--- src/hw/rtl/tdfa_pkg.sv ---
`default_nettype none
package tdfa_pkg;

    // Automaton dimensions
    localparam int MAX_STATES  = 16;
    localparam int MAX_SYMBOLS = 16;

    // Fixed field widths
    localparam int STATE_CW = 5;
    localparam int ROW_W    = 4;
    localparam int SLOT_FW  = 4;
    localparam int BYTE_W   = 8;
    localparam int START_W  = 4;
    localparam int MASK_W   = 16;
    localparam int COUNT_W  = 5;
    localparam int CFG_DW   = 16;
    localparam int CFG_IW   = 2;

    // Derived storage sizes
    localparam int SLOT_W    = $clog2(MAX_SYMBOLS);
    localparam int TBL_DEPTH = MAX_STATES * MAX_SYMBOLS;
    localparam int TBL_AW    = $clog2(TBL_DEPTH);

    localparam logic [STATE_CW-1:0] STUCK_CODE = 5'd16;

    typedef enum logic [1:0] {
        ACT_WRITE_TRANS = 2'd0,
        ACT_WRITE_ALPHA = 2'd1,
        ACT_FEED        = 2'd2,
        ACT_END_WORD    = 2'd3
    } action_t;

    typedef enum logic [0:0] {
        KIND_STEP    = 1'b0,
        KIND_VERDICT = 1'b1
    } kind_t;

    typedef enum logic [1:0] {
        VERDICT_REJECTED = 2'd0,
        VERDICT_ACCEPTED = 2'd1,
        VERDICT_STUCK    = 2'd2,
        VERDICT_INVALID  = 2'd3
    } verdict_t;

    typedef enum logic [CFG_IW-1:0] {
        CFG_START_STATE  = 2'd0,
        CFG_ACCEPT_MASK  = 2'd1,
        CFG_SYMBOL_COUNT = 2'd2
    } cfg_index_t;

    typedef logic [BYTE_W-1:0] alpha_arr_t [MAX_SYMBOLS];

    typedef struct packed {
        logic              found;
        logic [SLOT_W-1:0] slot;
    } match_t;

    function automatic logic [TBL_AW-1:0] tbl_addr(input logic [STATE_CW-1:0] state,
                                                   input logic [SLOT_W-1:0]   slot);
        tbl_addr = TBL_AW'(32'(state) * MAX_SYMBOLS + 32'(slot));
    endfunction

endpackage
`default_nettype wire

--- src/hw/rtl/tdfa_item_if.sv ---
`default_nettype none
interface tdfa_item_if;
    import tdfa_pkg::*;

    logic                    valid;
    logic                    ready;
    action_t                 action;
    logic [ROW_W-1:0]        row_state;
    logic [SLOT_FW-1:0]      symbol_slot;
    logic [STATE_CW-1:0]     target_state;
    logic [BYTE_W-1:0]       symbol_byte;

    modport source (
        output valid, action, row_state, symbol_slot, target_state, symbol_byte,
        input  ready
    );

    modport sink (
        input  valid, action, row_state, symbol_slot, target_state, symbol_byte,
        output ready
    );
endinterface
`default_nettype wire

--- src/hw/rtl/tdfa_result_if.sv ---
`default_nettype none
interface tdfa_result_if;
    import tdfa_pkg::*;

    logic                valid;
    logic                ready;
    kind_t               result_kind;
    logic [STATE_CW-1:0] state_before;
    verdict_t            verdict;

    modport source (
        output valid, result_kind, state_before, verdict,
        input  ready
    );

    modport sink (
        input  valid, result_kind, state_before, verdict,
        output ready
    );
endinterface
`default_nettype wire

--- src/hw/rtl/tdfa_ram.sv ---
`default_nettype none
module tdfa_ram #(
    parameter int WIDTH = 8,
    parameter int DEPTH = 256
) (
    input  wire logic                     clk,
    input  wire logic                     we,
    input  wire logic [$clog2(DEPTH)-1:0] waddr,
    input  wire logic [WIDTH-1:0]         wdata,
    input  wire logic [$clog2(DEPTH)-1:0] raddr,
    output logic      [WIDTH-1:0]         rdata
);
    logic [WIDTH-1:0] mem [DEPTH];

    always_ff @(posedge clk)
    begin
        if (we)
        begin
            mem[waddr] <= wdata;
        end
        rdata <= mem[raddr];
    end
endmodule
`default_nettype wire

--- src/hw/rtl/tdfa_match.sv ---
`default_nettype none
module tdfa_match (
    input  wire tdfa_pkg::alpha_arr_t             codes,
    input  wire logic [tdfa_pkg::COUNT_W-1:0]     symbol_count,
    input  wire logic [tdfa_pkg::BYTE_W-1:0]      symbol_byte,
    output tdfa_pkg::match_t                      match
);
    import tdfa_pkg::*;

    logic [MAX_SYMBOLS-1:0] hit;

    // Compare against every active slot in parallel
    always_comb
    begin
        for (int k = 0; k < MAX_SYMBOLS; k++)
        begin
            hit[k] = (k < 32'(symbol_count)) && (codes[k] == symbol_byte);
        end
    end

    // Lowest matching slot wins
    always_comb
    begin
        match.found = |hit;
        match.slot  = '0;
        for (int k = MAX_SYMBOLS - 1; k >= 0; k--)
        begin
            if (hit[k])
            begin
                match.slot = SLOT_W'(k);
            end
        end
    end
endmodule
`default_nettype wire

--- src/hw/rtl/table_driven_dfa_matcher.sv ---
`default_nettype none
// Table-driven DFA matcher.
// Items arrive on the item channel (valid/ready); a transfer takes place at a
// rising edge with valid and ready high. Load items write one transition
// entry or one alphabet code and return nothing. A feed item matches its byte
// against the active alphabet slots, steps the automaton and returns a step
// trace holding the state before the step. An end-of-word item returns the
// verdict and reloads the start state. Results leave on the result channel.
// Registers start_state, accept_mask and symbol_count are written through the
// plain cfg port; the user must write them only while the block is idle, and
// the block does not enforce it. Results are registered: a result appears in
// the cycle after its transfer. One item per cycle unless the receiver stalls.
// The transition table is a synchronous RAM read once per feed item; its read
// data is forwarded into the next lookup address: symbols step back to back.
// Reset: the automaton sits in state 0 with both latches clear; the table and
// the alphabet are undefined until loaded. There is no clearing pass.
// Stall: the result register holds while the receiver stalls; a new item is
// taken in the same cycle the held result is transferred.
module table_driven_dfa_matcher (
    input  wire logic                            clk,
    input  wire logic                            rst_n,
    input  wire logic                            cfg_we,
    input  wire logic [tdfa_pkg::CFG_IW-1:0]     cfg_index,
    input  wire logic [tdfa_pkg::CFG_DW-1:0]     cfg_data,
    tdfa_item_if.sink                            item,
    tdfa_result_if.source                        result
);
    import tdfa_pkg::*;

    // Configuration registers
    logic [START_W-1:0] start_reg;
    logic [MASK_W-1:0]  mask_reg;
    logic [COUNT_W-1:0] count_reg;

    // Automaton state
    logic [STATE_CW-1:0] cur_reg, cur_next;
    logic                pending_reg, pending_next;
    logic                stuck_reg, stuck_next;
    logic                invalid_reg, invalid_next;

    // Alphabet codes: each compared at its own slot, written at one slot
    alpha_arr_t          alpha_reg;

    // Result register
    logic                out_valid_reg, out_valid_next;
    kind_t               out_kind_reg, out_kind_next;
    logic [STATE_CW-1:0] out_state_reg, out_state_next;
    verdict_t            out_verdict_reg, out_verdict_next;

    logic                accept;
    logic                out_load;
    logic [STATE_CW-1:0] eff_state;
    logic                eff_stuck;
    logic                eff_accepts;
    logic [STATE_CW-1:0] start_code;
    logic [STATE_CW-1:0] target_code;
    logic [SLOT_W-1:0]   slot_idx;
    logic                row_ok;
    logic                slot_ok;
    logic                lookup;
    match_t              match;

    logic                tbl_we;
    logic [TBL_AW-1:0]   tbl_waddr;
    logic [TBL_AW-1:0]   tbl_raddr;
    logic [STATE_CW-1:0] tbl_rdata;

    assign item.ready = !out_valid_reg || result.ready;
    assign accept     = item.valid && item.ready;

    // Forward the table read of the previous step as the current state
    assign eff_state   = pending_reg ? tbl_rdata : cur_reg;
    assign eff_stuck   = (eff_state >= STUCK_CODE) || (32'(eff_state) >= MAX_STATES);
    assign eff_accepts = !eff_stuck && mask_reg[eff_state[START_W-1:0]];

    assign start_code  = (32'(start_reg) >= MAX_STATES) ? STUCK_CODE
                                                        : STATE_CW'(start_reg);
    assign target_code = ((item.target_state >= STUCK_CODE)
                          || (32'(item.target_state) >= MAX_STATES))
                         ? STUCK_CODE : item.target_state;

    assign slot_idx = SLOT_W'(item.symbol_slot);
    assign row_ok   = 32'(item.row_state) < MAX_STATES;
    assign slot_ok  = 32'(item.symbol_slot) < MAX_SYMBOLS;

    tdfa_match u_match (
        .codes        (alpha_reg),
        .symbol_count (count_reg),
        .symbol_byte  (item.symbol_byte),
        .match        (match)
    );

    // A valid symbol from a live state reads its successor from the table
    assign lookup = accept && (item.action == ACT_FEED) && !invalid_reg
                    && !eff_stuck && match.found;

    assign tbl_raddr = tbl_addr(eff_state, match.slot);
    assign tbl_we    = accept && (item.action == ACT_WRITE_TRANS) && row_ok && slot_ok;
    assign tbl_waddr = tbl_addr(STATE_CW'(item.row_state), slot_idx);

    tdfa_ram #(
        .WIDTH (STATE_CW),
        .DEPTH (TBL_DEPTH)
    ) u_table (
        .clk   (clk),
        .we    (tbl_we),
        .waddr (tbl_waddr),
        .wdata (target_code),
        .raddr (tbl_raddr),
        .rdata (tbl_rdata)
    );

    // Next automaton state and latches
    always_comb
    begin
        cur_next     = eff_state;
        pending_next = 1'b0;
        stuck_next   = stuck_reg;
        invalid_next = invalid_reg;
        if (accept)
        begin
            case (item.action)
                ACT_FEED:
                begin
                    if (!invalid_reg)
                    begin
                        if (eff_stuck)
                        begin
                            stuck_next = 1'b1;
                            cur_next   = STUCK_CODE;
                        end
                        else if (!match.found)
                        begin
                            invalid_next = 1'b1;
                        end
                        else
                        begin
                            pending_next = 1'b1;
                        end
                    end
                end
                ACT_END_WORD:
                begin
                    cur_next     = start_code;
                    stuck_next   = 1'b0;
                    invalid_next = 1'b0;
                end
                default:
                begin
                end
            endcase
        end
    end

    // Result register: load on a feed or end-of-word transfer, hold while stalled
    assign out_load = accept && ((item.action == ACT_FEED) || (item.action == ACT_END_WORD));

    always_comb
    begin
        out_valid_next   = out_load || (out_valid_reg && !result.ready);
        out_kind_next    = out_kind_reg;
        out_state_next   = out_state_reg;
        out_verdict_next = out_verdict_reg;
        if (out_load)
        begin
            out_state_next = eff_state;
            if (item.action == ACT_END_WORD)
            begin
                out_kind_next = KIND_VERDICT;
                if (invalid_reg)
                begin
                    out_verdict_next = VERDICT_INVALID;
                end
                else if (stuck_reg)
                begin
                    out_verdict_next = VERDICT_STUCK;
                end
                else if (eff_accepts)
                begin
                    out_verdict_next = VERDICT_ACCEPTED;
                end
                else
                begin
                    out_verdict_next = VERDICT_REJECTED;
                end
            end
            else
            begin
                out_kind_next    = KIND_STEP;
                out_verdict_next = VERDICT_REJECTED;
            end
        end
    end

    assign result.valid        = out_valid_reg;
    assign result.result_kind  = out_kind_reg;
    assign result.state_before = out_state_reg;
    assign result.verdict      = out_verdict_reg;

    // Control state
    always_ff @(posedge clk or negedge rst_n)
    begin
        if (!rst_n)
        begin
            cur_reg       <= '0;
            pending_reg   <= 1'b0;
            stuck_reg     <= 1'b0;
            invalid_reg   <= 1'b0;
            out_valid_reg <= 1'b0;
        end
        else
        begin
            cur_reg       <= cur_next;
            pending_reg   <= pending_next;
            stuck_reg     <= stuck_next;
            invalid_reg   <= invalid_next;
            out_valid_reg <= out_valid_next;
        end
    end

    // Configuration registers
    always_ff @(posedge clk or negedge rst_n)
    begin
        if (!rst_n)
        begin
            start_reg <= '0;
            mask_reg  <= '0;
            count_reg <= COUNT_W'(1);
        end
        else if (cfg_we)
        begin
            unique case (cfg_index)
                CFG_START_STATE:  start_reg <= cfg_data[START_W-1:0];
                CFG_ACCEPT_MASK:  mask_reg  <= cfg_data[MASK_W-1:0];
                CFG_SYMBOL_COUNT: count_reg <= cfg_data[COUNT_W-1:0];
                default:
                begin
                end
            endcase
        end
    end

    // Payload: alphabet codes and result fields
    always_ff @(posedge clk)
    begin
        if (accept && (item.action == ACT_WRITE_ALPHA) && slot_ok)
        begin
            alpha_reg[slot_idx] <= item.symbol_byte;
        end
        out_kind_reg    <= out_kind_next;
        out_state_reg   <= out_state_next;
        out_verdict_reg <= out_verdict_next;
    end

    // A result is loaded only when the result register is free or draining
    a_no_overwrite: assert property (@(posedge clk) disable iff (!rst_n)
        out_load |-> (!out_valid_reg || result.ready))
        else $error("result overwritten while held");

    // A table lookup is only issued from a live state
    a_lookup_live: assert property (@(posedge clk) disable iff (!rst_n)
        lookup |-> (eff_state < STUCK_CODE))
        else $error("table lookup from stuck state");

    // Once invalid, symbols do not step the automaton
    a_invalid_holds: assert property (@(posedge clk) disable iff (!rst_n)
        (accept && invalid_reg && (item.action == ACT_FEED)) |=>
            (!pending_reg && invalid_reg && (cur_reg == $past(eff_state))))
        else $error("state moved while invalid latch set");

    // End of word clears both latches
    a_word_clears: assert property (@(posedge clk) disable iff (!rst_n)
        (accept && (item.action == ACT_END_WORD)) |=> (!stuck_reg && !invalid_reg))
        else $error("latches survive end of word");

    // A step trace always carries the rejected code
    a_step_verdict: assert property (@(posedge clk) disable iff (!rst_n)
        (out_valid_reg && (out_kind_reg == KIND_STEP)) |-> (out_verdict_reg == VERDICT_REJECTED))
        else $error("step trace with non-zero verdict");

endmodule
`default_nettype wire
--- src/flat_wrapper.sv ---
// flat-port wrapper written by rule: the top's interface ports become plain ports
module table_driven_dfa_matcher_flat import tdfa_pkg::*;
  (clk, rst_n, cfg_we, cfg_index, cfg_data, item_valid, item_action, item_row_state, item_symbol_slot, item_target_state, item_symbol_byte, item_ready, result_valid, result_result_kind, result_state_before, result_verdict, result_ready);
  tdfa_item_if item_i ();
  tdfa_result_if result_i ();
  input  wire logic clk;
  input  wire logic rst_n;
  input  wire logic cfg_we;
  input  wire logic [tdfa_pkg::CFG_IW-1:0] cfg_index;
  input  wire logic [tdfa_pkg::CFG_DW-1:0] cfg_data;
  input wire logic [$bits(item_i.valid)-1:0] item_valid;
  input wire logic [$bits(item_i.action)-1:0] item_action;
  input wire logic [$bits(item_i.row_state)-1:0] item_row_state;
  input wire logic [$bits(item_i.symbol_slot)-1:0] item_symbol_slot;
  input wire logic [$bits(item_i.target_state)-1:0] item_target_state;
  input wire logic [$bits(item_i.symbol_byte)-1:0] item_symbol_byte;
  output wire logic [$bits(item_i.ready)-1:0] item_ready;
  output wire logic [$bits(result_i.valid)-1:0] result_valid;
  output wire logic [$bits(result_i.result_kind)-1:0] result_result_kind;
  output wire logic [$bits(result_i.state_before)-1:0] result_state_before;
  output wire logic [$bits(result_i.verdict)-1:0] result_verdict;
  input wire logic [$bits(result_i.ready)-1:0] result_ready;
  assign item_i.valid = item_valid;
  assign item_i.action = item_action;
  assign item_i.row_state = item_row_state;
  assign item_i.symbol_slot = item_symbol_slot;
  assign item_i.target_state = item_target_state;
  assign item_i.symbol_byte = item_symbol_byte;
  assign item_ready = item_i.ready;
  assign result_valid = result_i.valid;
  assign result_result_kind = result_i.result_kind;
  assign result_state_before = result_i.state_before;
  assign result_verdict = result_i.verdict;
  assign result_i.ready = result_ready;
  table_driven_dfa_matcher u_core (.clk(clk), .rst_n(rst_n), .cfg_we(cfg_we), .cfg_index(cfg_index), .cfg_data(cfg_data), .item(item_i), .result(result_i));
endmodule
--- config.mk ---
export PLATFORM = sky130hd
export DESIGN_NAME = table_driven_dfa_matcher_flat
export DESIGN_NICKNAME = d
export VERILOG_FILES = /design/src/hw/rtl/tdfa_pkg.sv /design/src/hw/rtl/tdfa_item_if.sv /design/src/hw/rtl/tdfa_result_if.sv /design/src/hw/rtl/tdfa_ram.sv /design/src/hw/rtl/tdfa_match.sv /design/src/hw/rtl/table_driven_dfa_matcher.sv /design/src/flat_wrapper.sv
export SDC_FILE = /design/constraint.sdc
export NUM_CORES = 2
export LEC_CHECK = 0
export BUFFER_PORTS_ARGS = -buffer_cell sky130_fd_sc_hd__buf_2
export CORE_ASPECT_RATIO = 1.5
export CORE_UTILIZATION = 23
export CTS_CLUSTER_SIZE = 40
export DETAILED_ROUTE_END_ITERATION = 10
export GPL_ROUTABILITY_DRIVEN = 0
export PLACE_DENSITY_LB_ADDON = 0.05
export RECOVER_POWER = 100
export SLEW_MARGIN = 20
export SYNTH_ARGS = -nofsm -noshare
export SYNTH_HDL_FRONTEND = slang
export SYNTH_SLANG_ARGS = --single-unit
--- constraint.sdc ---
create_clock -name clk -period 4.9 [get_ports clk]
set_input_delay 0.49 -clock clk [delete_from_list [all_inputs] [get_ports clk]]
set_output_delay 0.49 -clock clk [all_outputs]
set_load 0.03 [all_outputs]
* After elaboration in Yosys (flattened, before gate mapping) *
Memory sizes are Yosys's and may differ from the RTL's. A register that Yosys moved wholly into a read port is not among the register bits.
Index checks and enable logic that the tools add are counted.

storage, ports and cells
  RAM bits = 1280
  ROM bits = 0
  flip-flop bits (word level) = 170
  logic and storage cells = 162
  memories kept = 1
  input bits = 46
  output and inout port bits = 10
  bits in latches = 0

cells by class
  add/subtract/negate cells = 2
  equality and inequality tests = 23
  div/mod/pow operators = 0
  reduce and logical (&&, ||, !) cells = 40
  bitwise gates (word level) = 1
  multiplexer cells = 45
  multipliers = 0
  order comparisons = 23
  shift-type cells = 0

memory list
  memory              words  bits a word  read ports  clocked after memory_dff  wr ports  line            RTL
  u_core.u_table.mem  256    5            1           1                         1         tdfa_ram.sv:13  logic [WIDTH-1:0] mem [DEPTH];

operators by type and width
  operator                                                                      number
  128-bit bitwise mux                                                           1
  8-bit == test                                                                 16
  4-bit two-way mux                                                             16
  4-bit by 5-bit less-than comparator with 1-bit output, first input constant   8
  8-bit demux with 4-bit select                                                 1
  5-bit >= comparator, second input constant                                    5
  5-bit two-way mux                                                             5
  1-bit logical AND                                                             23
  3-bit by 5-bit less-than comparator with 1-bit output, first input constant   4
  8-bit by 4-bit adder with 8-bit output                                        2
  16-bit OR reduction                                                           1
  1-bit two-way mux                                                             15
  1-bit by 5-bit less-than comparator with 1-bit output, first input constant   2
  2-bit by 5-bit less-than comparator with 1-bit output, first input constant   2
  5-bit case mux with 2 select lines                                            1
  8-bit two-way mux                                                             1
  2-bit AND reduction                                                           4
  2-bit == test, second input constant                                          3
  1-bit logical OR                                                              5
  4-bit by 5-bit less-than comparator with 1-bit output, second input constant  1
  5-bit by 1-bit less-than comparator with 1-bit output, second input constant  1
  4-bit inverter with 5-bit output                                              1
  1-bit binary-select mux with 4-bit select                                     1
  2-bit by 1-bit == test with 1-bit output, second input constant               2
  other kinds (8)                                                               13

* Depth between registers and ports, before layout *
  depth after elaboration = 19
  mapped depth = 19
  gate-level depth less buffers = 13

* Modules after synthesis *
A second synthesis with hierarchy kept.

unflattened totals
  cell total of the unflattened synthesis = 3035
  area total of the unflattened synthesis = 58170.8 um^2

by module, submodules not included
  module                    area each (um^2)  cells each  instances  seq. area each (um^2)
  tdfa_ram                  50284.5           2497        1          38537.0
  table_driven_dfa_matcher  5770.5            282         1          4936.0
  tdfa_match                2115.8            256         1          0.0

* Least setup slack after synthesis *
OpenSTA, ideal clock, no wires.

  path type = input to register
  start = in item_target_state[4]
  end = mem u_core.u_table.mem[0][0] (netlist name) (data pin)
  data arrival time = 6786 ps
  path buffers = 0
  stages = 1
  data required time = 3431 ps
  setup slack = -3356 ps
  setup time = 1469 ps
  path through = nor2b_1

on the way
  word-level cells in the longest chain between the ends = 3
  elaborated cells between the ends (all ways) = 4
  those cells by class = order compare: 2; mux: 1; reduce/logical: 1

ends and longest elaborated chain
  item                   line                                                            RTL
  start: declaration     flat_wrapper.sv:15                                              input wire logic [$bits(item_i.target_state)-1:0] item_target_state;
  5-bit >= comparator    table_driven_dfa_matcher.sv:78, table_driven_dfa_matcher.sv:79
  1-bit logical OR (*)   table_driven_dfa_matcher.sv:79                                  || (32'(item.target_state) >= MAX_STATES))
  5-bit two-way mux (*)  table_driven_dfa_matcher.sv:80                                  ? STUCK_CODE : item.target_state;
  end: declaration       tdfa_ram.sv:13

Every way passes the cells marked *; elsewhere a longest branch is shown, timed or not.

* Worst setup path in the final report *
  start = reg u_core.count_reg[2]
  end = reg u_core.u_table.rdata[3] (read register of u_core.u_table.mem)

on the way
  word-level cells in the longest chain between the ends = 19
  elaborated cells between the ends (all ways) = 49
  those cells by class = add/sub: 1; order compare: 16; mux: 16; reduce/logical: 16

ends and longest elaborated chain
  item                                                   line                             RTL
  start: declaration                                     table_driven_dfa_matcher.sv:33   logic [COUNT_W-1:0] count_reg;
  start signal: assignment                               table_driven_dfa_matcher.sv:235  CFG_SYMBOL_COUNT: count_reg <= cfg_data[COUNT_W-1:0];
  4-bit by 5-bit less-than comparator with 1-bit output  tdfa_match.sv:17                 hit[k] = (k < 32'(symbol_count)) && (codes[k] == symbol_byte);
  1-bit logical AND                                      tdfa_match.sv:17
  4-bit two-way mux (15 in a row)                        tdfa_match.sv:28                 if (hit[k])
  4-bit two-way mux (*)                                  tdfa_match.sv:28
  8-bit by 4-bit adder with 8-bit output (*)             tdfa_pkg.sv:60                   tbl_addr = TBL_AW'(32'(state) * MAX_SYMBOLS + 32'(slot));
  end: declaration                                       tdfa_ram.sv:11                   output logic [WIDTH-1:0] rdata

Marked as above.
A chain may end at the register's enable or synchronous reset.

==> qor.yml <==
job:
  drv_cap: 24
routing:
  vias_per_cell: 4.525
  drt_iter0_drc: 2759
  drc_errors: 0
  wl_per_cell_um: 29.00
  vias: 37620
  wirelength_um: 241200
  ant_nets: 0
  drtPass1Iterations: 5
sta:
  period_share_pct: 95.46
  tightest_slew_ns: 3.515
  finClkSkew_ns: 0.05263
  relSlewSlack_pct: -134.4
  finalSetupViolCount: 0
  drv_slew: 1224
  hold_viol_final: 0
  fin_crit_ns: 4.678
  fmax_mhz: 213.8
  rsz0062_at_grt: "no"
floorplanning:
  die_y_um: 624.1
  ios: 56
  die_area_um2: 260100
  dieWidth_um: 416.8
  initial_core_util_pct: 23.12
  placementRows: 228
  fp.coreArea_um2: 256700
worst_setup_path:
  startpoint: "u_core.count_reg[2]$_DFFE_PN0P_"
  cpPeakStageDelay_ns: 0.77
  crit_chain: "or3_1 -> nor2_1 -> buf_4 -> nor3_1 -> buf_4 -> and4bb_1 -> buf_4 -> nand3_1 -> buf_4 -> nor2_1 -> nand3_1 -> nand4_1 -> a311oi_1 -> a211o_1 -> a21oi_2 -> a211oi_2"
  reg2reg_from: "u_core.count_reg[2]$_DFFE_PN0P_"
  required_ns: 5.61
  cp_data_arrival_time_ns: 5.39
  path_class: "flip-flop to flip-flop"
  cp_common_cell: "buf_4"
  start_kind: "flip-flop"
  crit_slowest_cell: "nor2_1"
  worstSetupEndpointType: "flip-flop"
  worstPathMaxFanout: 10
layout:
  largest_register_ffs: 1280
  nFillCells: 26210
  register_area_um2: 43480
  layout_common_cells: "edfxtp_1 (1,416), nand2_1 (765), buf_4 (420), nand3_1 (372), nor2_1 (316)"
  num-nets-final: 4897
  final_common_cell: "edfxtp_1"
  layout-drive-gt1-share_pct: 18.02
  final_core_util_pct: 28.45
  multi_input_area_um2: 14570
  synthToLayoutAreaGrowth_pct: 23.10
yosys:
  yosysSeqAreaShare_pct: 73.25
  async_flop_share_pct: 2.337
  yosys.cell_types.count: 82
  synth-edff-count: 1416
  synth_warnings: 0
  syn-cell-area_um2: 59350
  synth-seq-cells: 1455
  synth_cells: 4289
  synth_area_per_cell_um2: 13.84
  syn-num-nets: 4335
  synthFlopType: "edfxtp_1"
pwr:
  vdd_ir_drop_max_mv: 0.2125
  p_leak_nw: 24.69
  power_mw: 28.79
  power.density_nw_per_um2: 394.1
clock_tree:
  cts_root_buf: "clkbuf_16"
  clk_path_buf_depth: 4
  cts_made_buffers: 167
  cts_tree: "done"
  clock_latency_ns: 0.84
  clk_pin_slew_ns: 0.06
  cts-htree-levels: 4
  cts.sinks: 1455
global_route:
  grt_overflow: 0
  grt_max_degree: 131
  grt_pass1_vias: 39820
  grt_pass1_wl_um: 332300
  antenna_found_initial: 18
  grtUsageTotal_pct: 18.26
placed_design:
  io_buffers: 55
  dp_hpwl_um: 162900
min_path:
  hp-start: "item_valid"
  hold_class: "primary input to flip-flop"
outcome:
  violations: "capacitance limit, slew limit"
  status: "finished with violations"
## worst max-delay path: cells and delay by family, from the launching register on
| family | cells | cell delay [ns] |
|---|---|---|
| and+or+nand+nor | 8 | 2.48 |
| AOI/OAI and AO/OA | 4 | 0.81 |
| buffers and inverters | 4 | 0.78 |
| DFF | 1 | 0.49 |
## layout make-up
cell class	count	share of cell area, %
Antenna cell	3	0.01028
Clock buffer	208	6.130
Clock inverter	87	0.9916
Inverter	14	0.07193
Multi-Input combinational cell	2551	19.95
Sequential cell	1455	59.51
Tap cell	3335	5.712
Timing Repair Buffer	662	7.628
## synthesized netlist by cell type, types with 10 or more instances
| cell type | instances | area [um2] |
|---|---|---|
| mux2i_1 | 166 | 1662 |
| nor2b_1 | 10 | 62.56 |
| o2111ai_1 | 10 | 87.58 |
| edfxtp_1 | 1416 | 42520 |
| a22oi_1 | 19 | 142.6 |
| a21oi_1 | 189 | 945.9 |
| buf_6 | 23 | 259.0 |
| xnor2_1 | 48 | 420.4 |
| nor2_1 | 323 | 1212 |
| nand2_1 | 772 | 2898 |
| nor4_1 | 38 | 237.7 |
| a31oi_1 | 47 | 294.0 |
| nor3_1 | 44 | 220.2 |
| o21ai_0 | 34 | 170.2 |
| nand3_1 | 375 | 1877 |
| xor2_1 | 80 | 700.7 |
| mux2_2 | 39 | 439.2 |
| o211ai_1 | 11 | 82.58 |
| inv_1 | 14 | 52.55 |
| a221oi_1 | 17 | 148.9 |
| buf_4 | 34 | 255.2 |
| a32oi_1 | 12 | 105.1 |
| a311oi_1 | 23 | 201.4 |
| nand4_1 | 37 | 231.5 |
| clkbuf_1 | 87 | 326.6 |
| a211oi_1 | 18 | 135.1 |
| and3_1 | 47 | 294.0 |
| buf_1 | 10 | 37.54 |
| mux4_2 | 13 | 292.8 |
| o22ai_1 | 28 | 175.2 |
| buf_2 | 110 | 550.5 |
| dfrtp_1 | 33 | 825.8 |
## metal layers
| layer | wire (um) | global-route usage, % | up-vias |
|---|---|---|---|
| met5 | 0 | 0 | - |
| met4 | 6265 | 4.602 | 0 |
| met3 | 6717 | 1.855 | 259 |
| met2 | 132900 | 35.41 | 649 |
| met1 | 95310 | 21.04 | 19540 |
| li1 | - | - | 17180 |
## per-stage QoR
stage               instance area, um2  worst slack [ns]  TNS [ns]  hold slack, ns  instances
finish                           73060            0.2223         0         0.04599       8315
global route                     73050          0.001440         0         0.04195       8313
CTS                              73450          0.009181         0        0.004001       8309
detailed placement               67950            -1.006    -3.657          0.4889       7993
global placement                 67930            -1.037    -4.176          0.4909       7992
floorplan                        59380             1.220         0          0.1944       4289
## path summary, 6_finish.rpt
path | end | slack [ns] | depth (start not counted)
setup reg to reg | u_core.u_table.rdata[3]$_DFF_P_ | 0.22 | 16
hold reg to reg | u_core.mask_reg[1]$_DFFE_PN0P_ | 0.50 | 1
setup / recovery | u_core.u_table.rdata[3]$_DFF_P_ | 0.22 | 16
hold / removal | u_core.result.valid$_DFF_PN0_ | 0.05 | 3
min in group asynchronous | u_core.mask_reg[12]$_DFFE_PN0P_ | 0.78 | 2
max in group asynchronous | u_core.count_reg[2]$_DFFE_PN0P_ | 2.85 | 2
## report_power, final
| group | switching (mW) | internal (mW) | leakage, nW |
|---|---|---|---|
| Combinational | 1.61 | 0.831 | 9.14 |
| Sequential | 0.101 | 13.8 | 13.0 |
| Clock | 5.36 | 7.13 | 2.56 |
| Total | 7.07 | 21.7 | 24.7 |
## cells by family (layout without fill, tap and decap cells)
kind of cell              count (synthesis)  after routing  synth area share (%)
and+or+nand+nor                        1698           1698                 12.51
muxes                                   219            219                 4.052
other                                     0              3                     0
xor gates and xnor gates                128            128                 1.889
AOI/OAI and AO/OA                       506            506                 5.650
DFF                                    1455           1455                 73.25
buffers and inverters                   283            971                 2.648
## what timing repair did
action,in CTS,in global routing
setup buffers,1,3
hold buffers,20,0
resized for setup,18,19
hold endpoints to repair,61,0
endpoints found under the setup margin,5,5
pin swaps,0,4
Power figures use the tool's default switching activity.
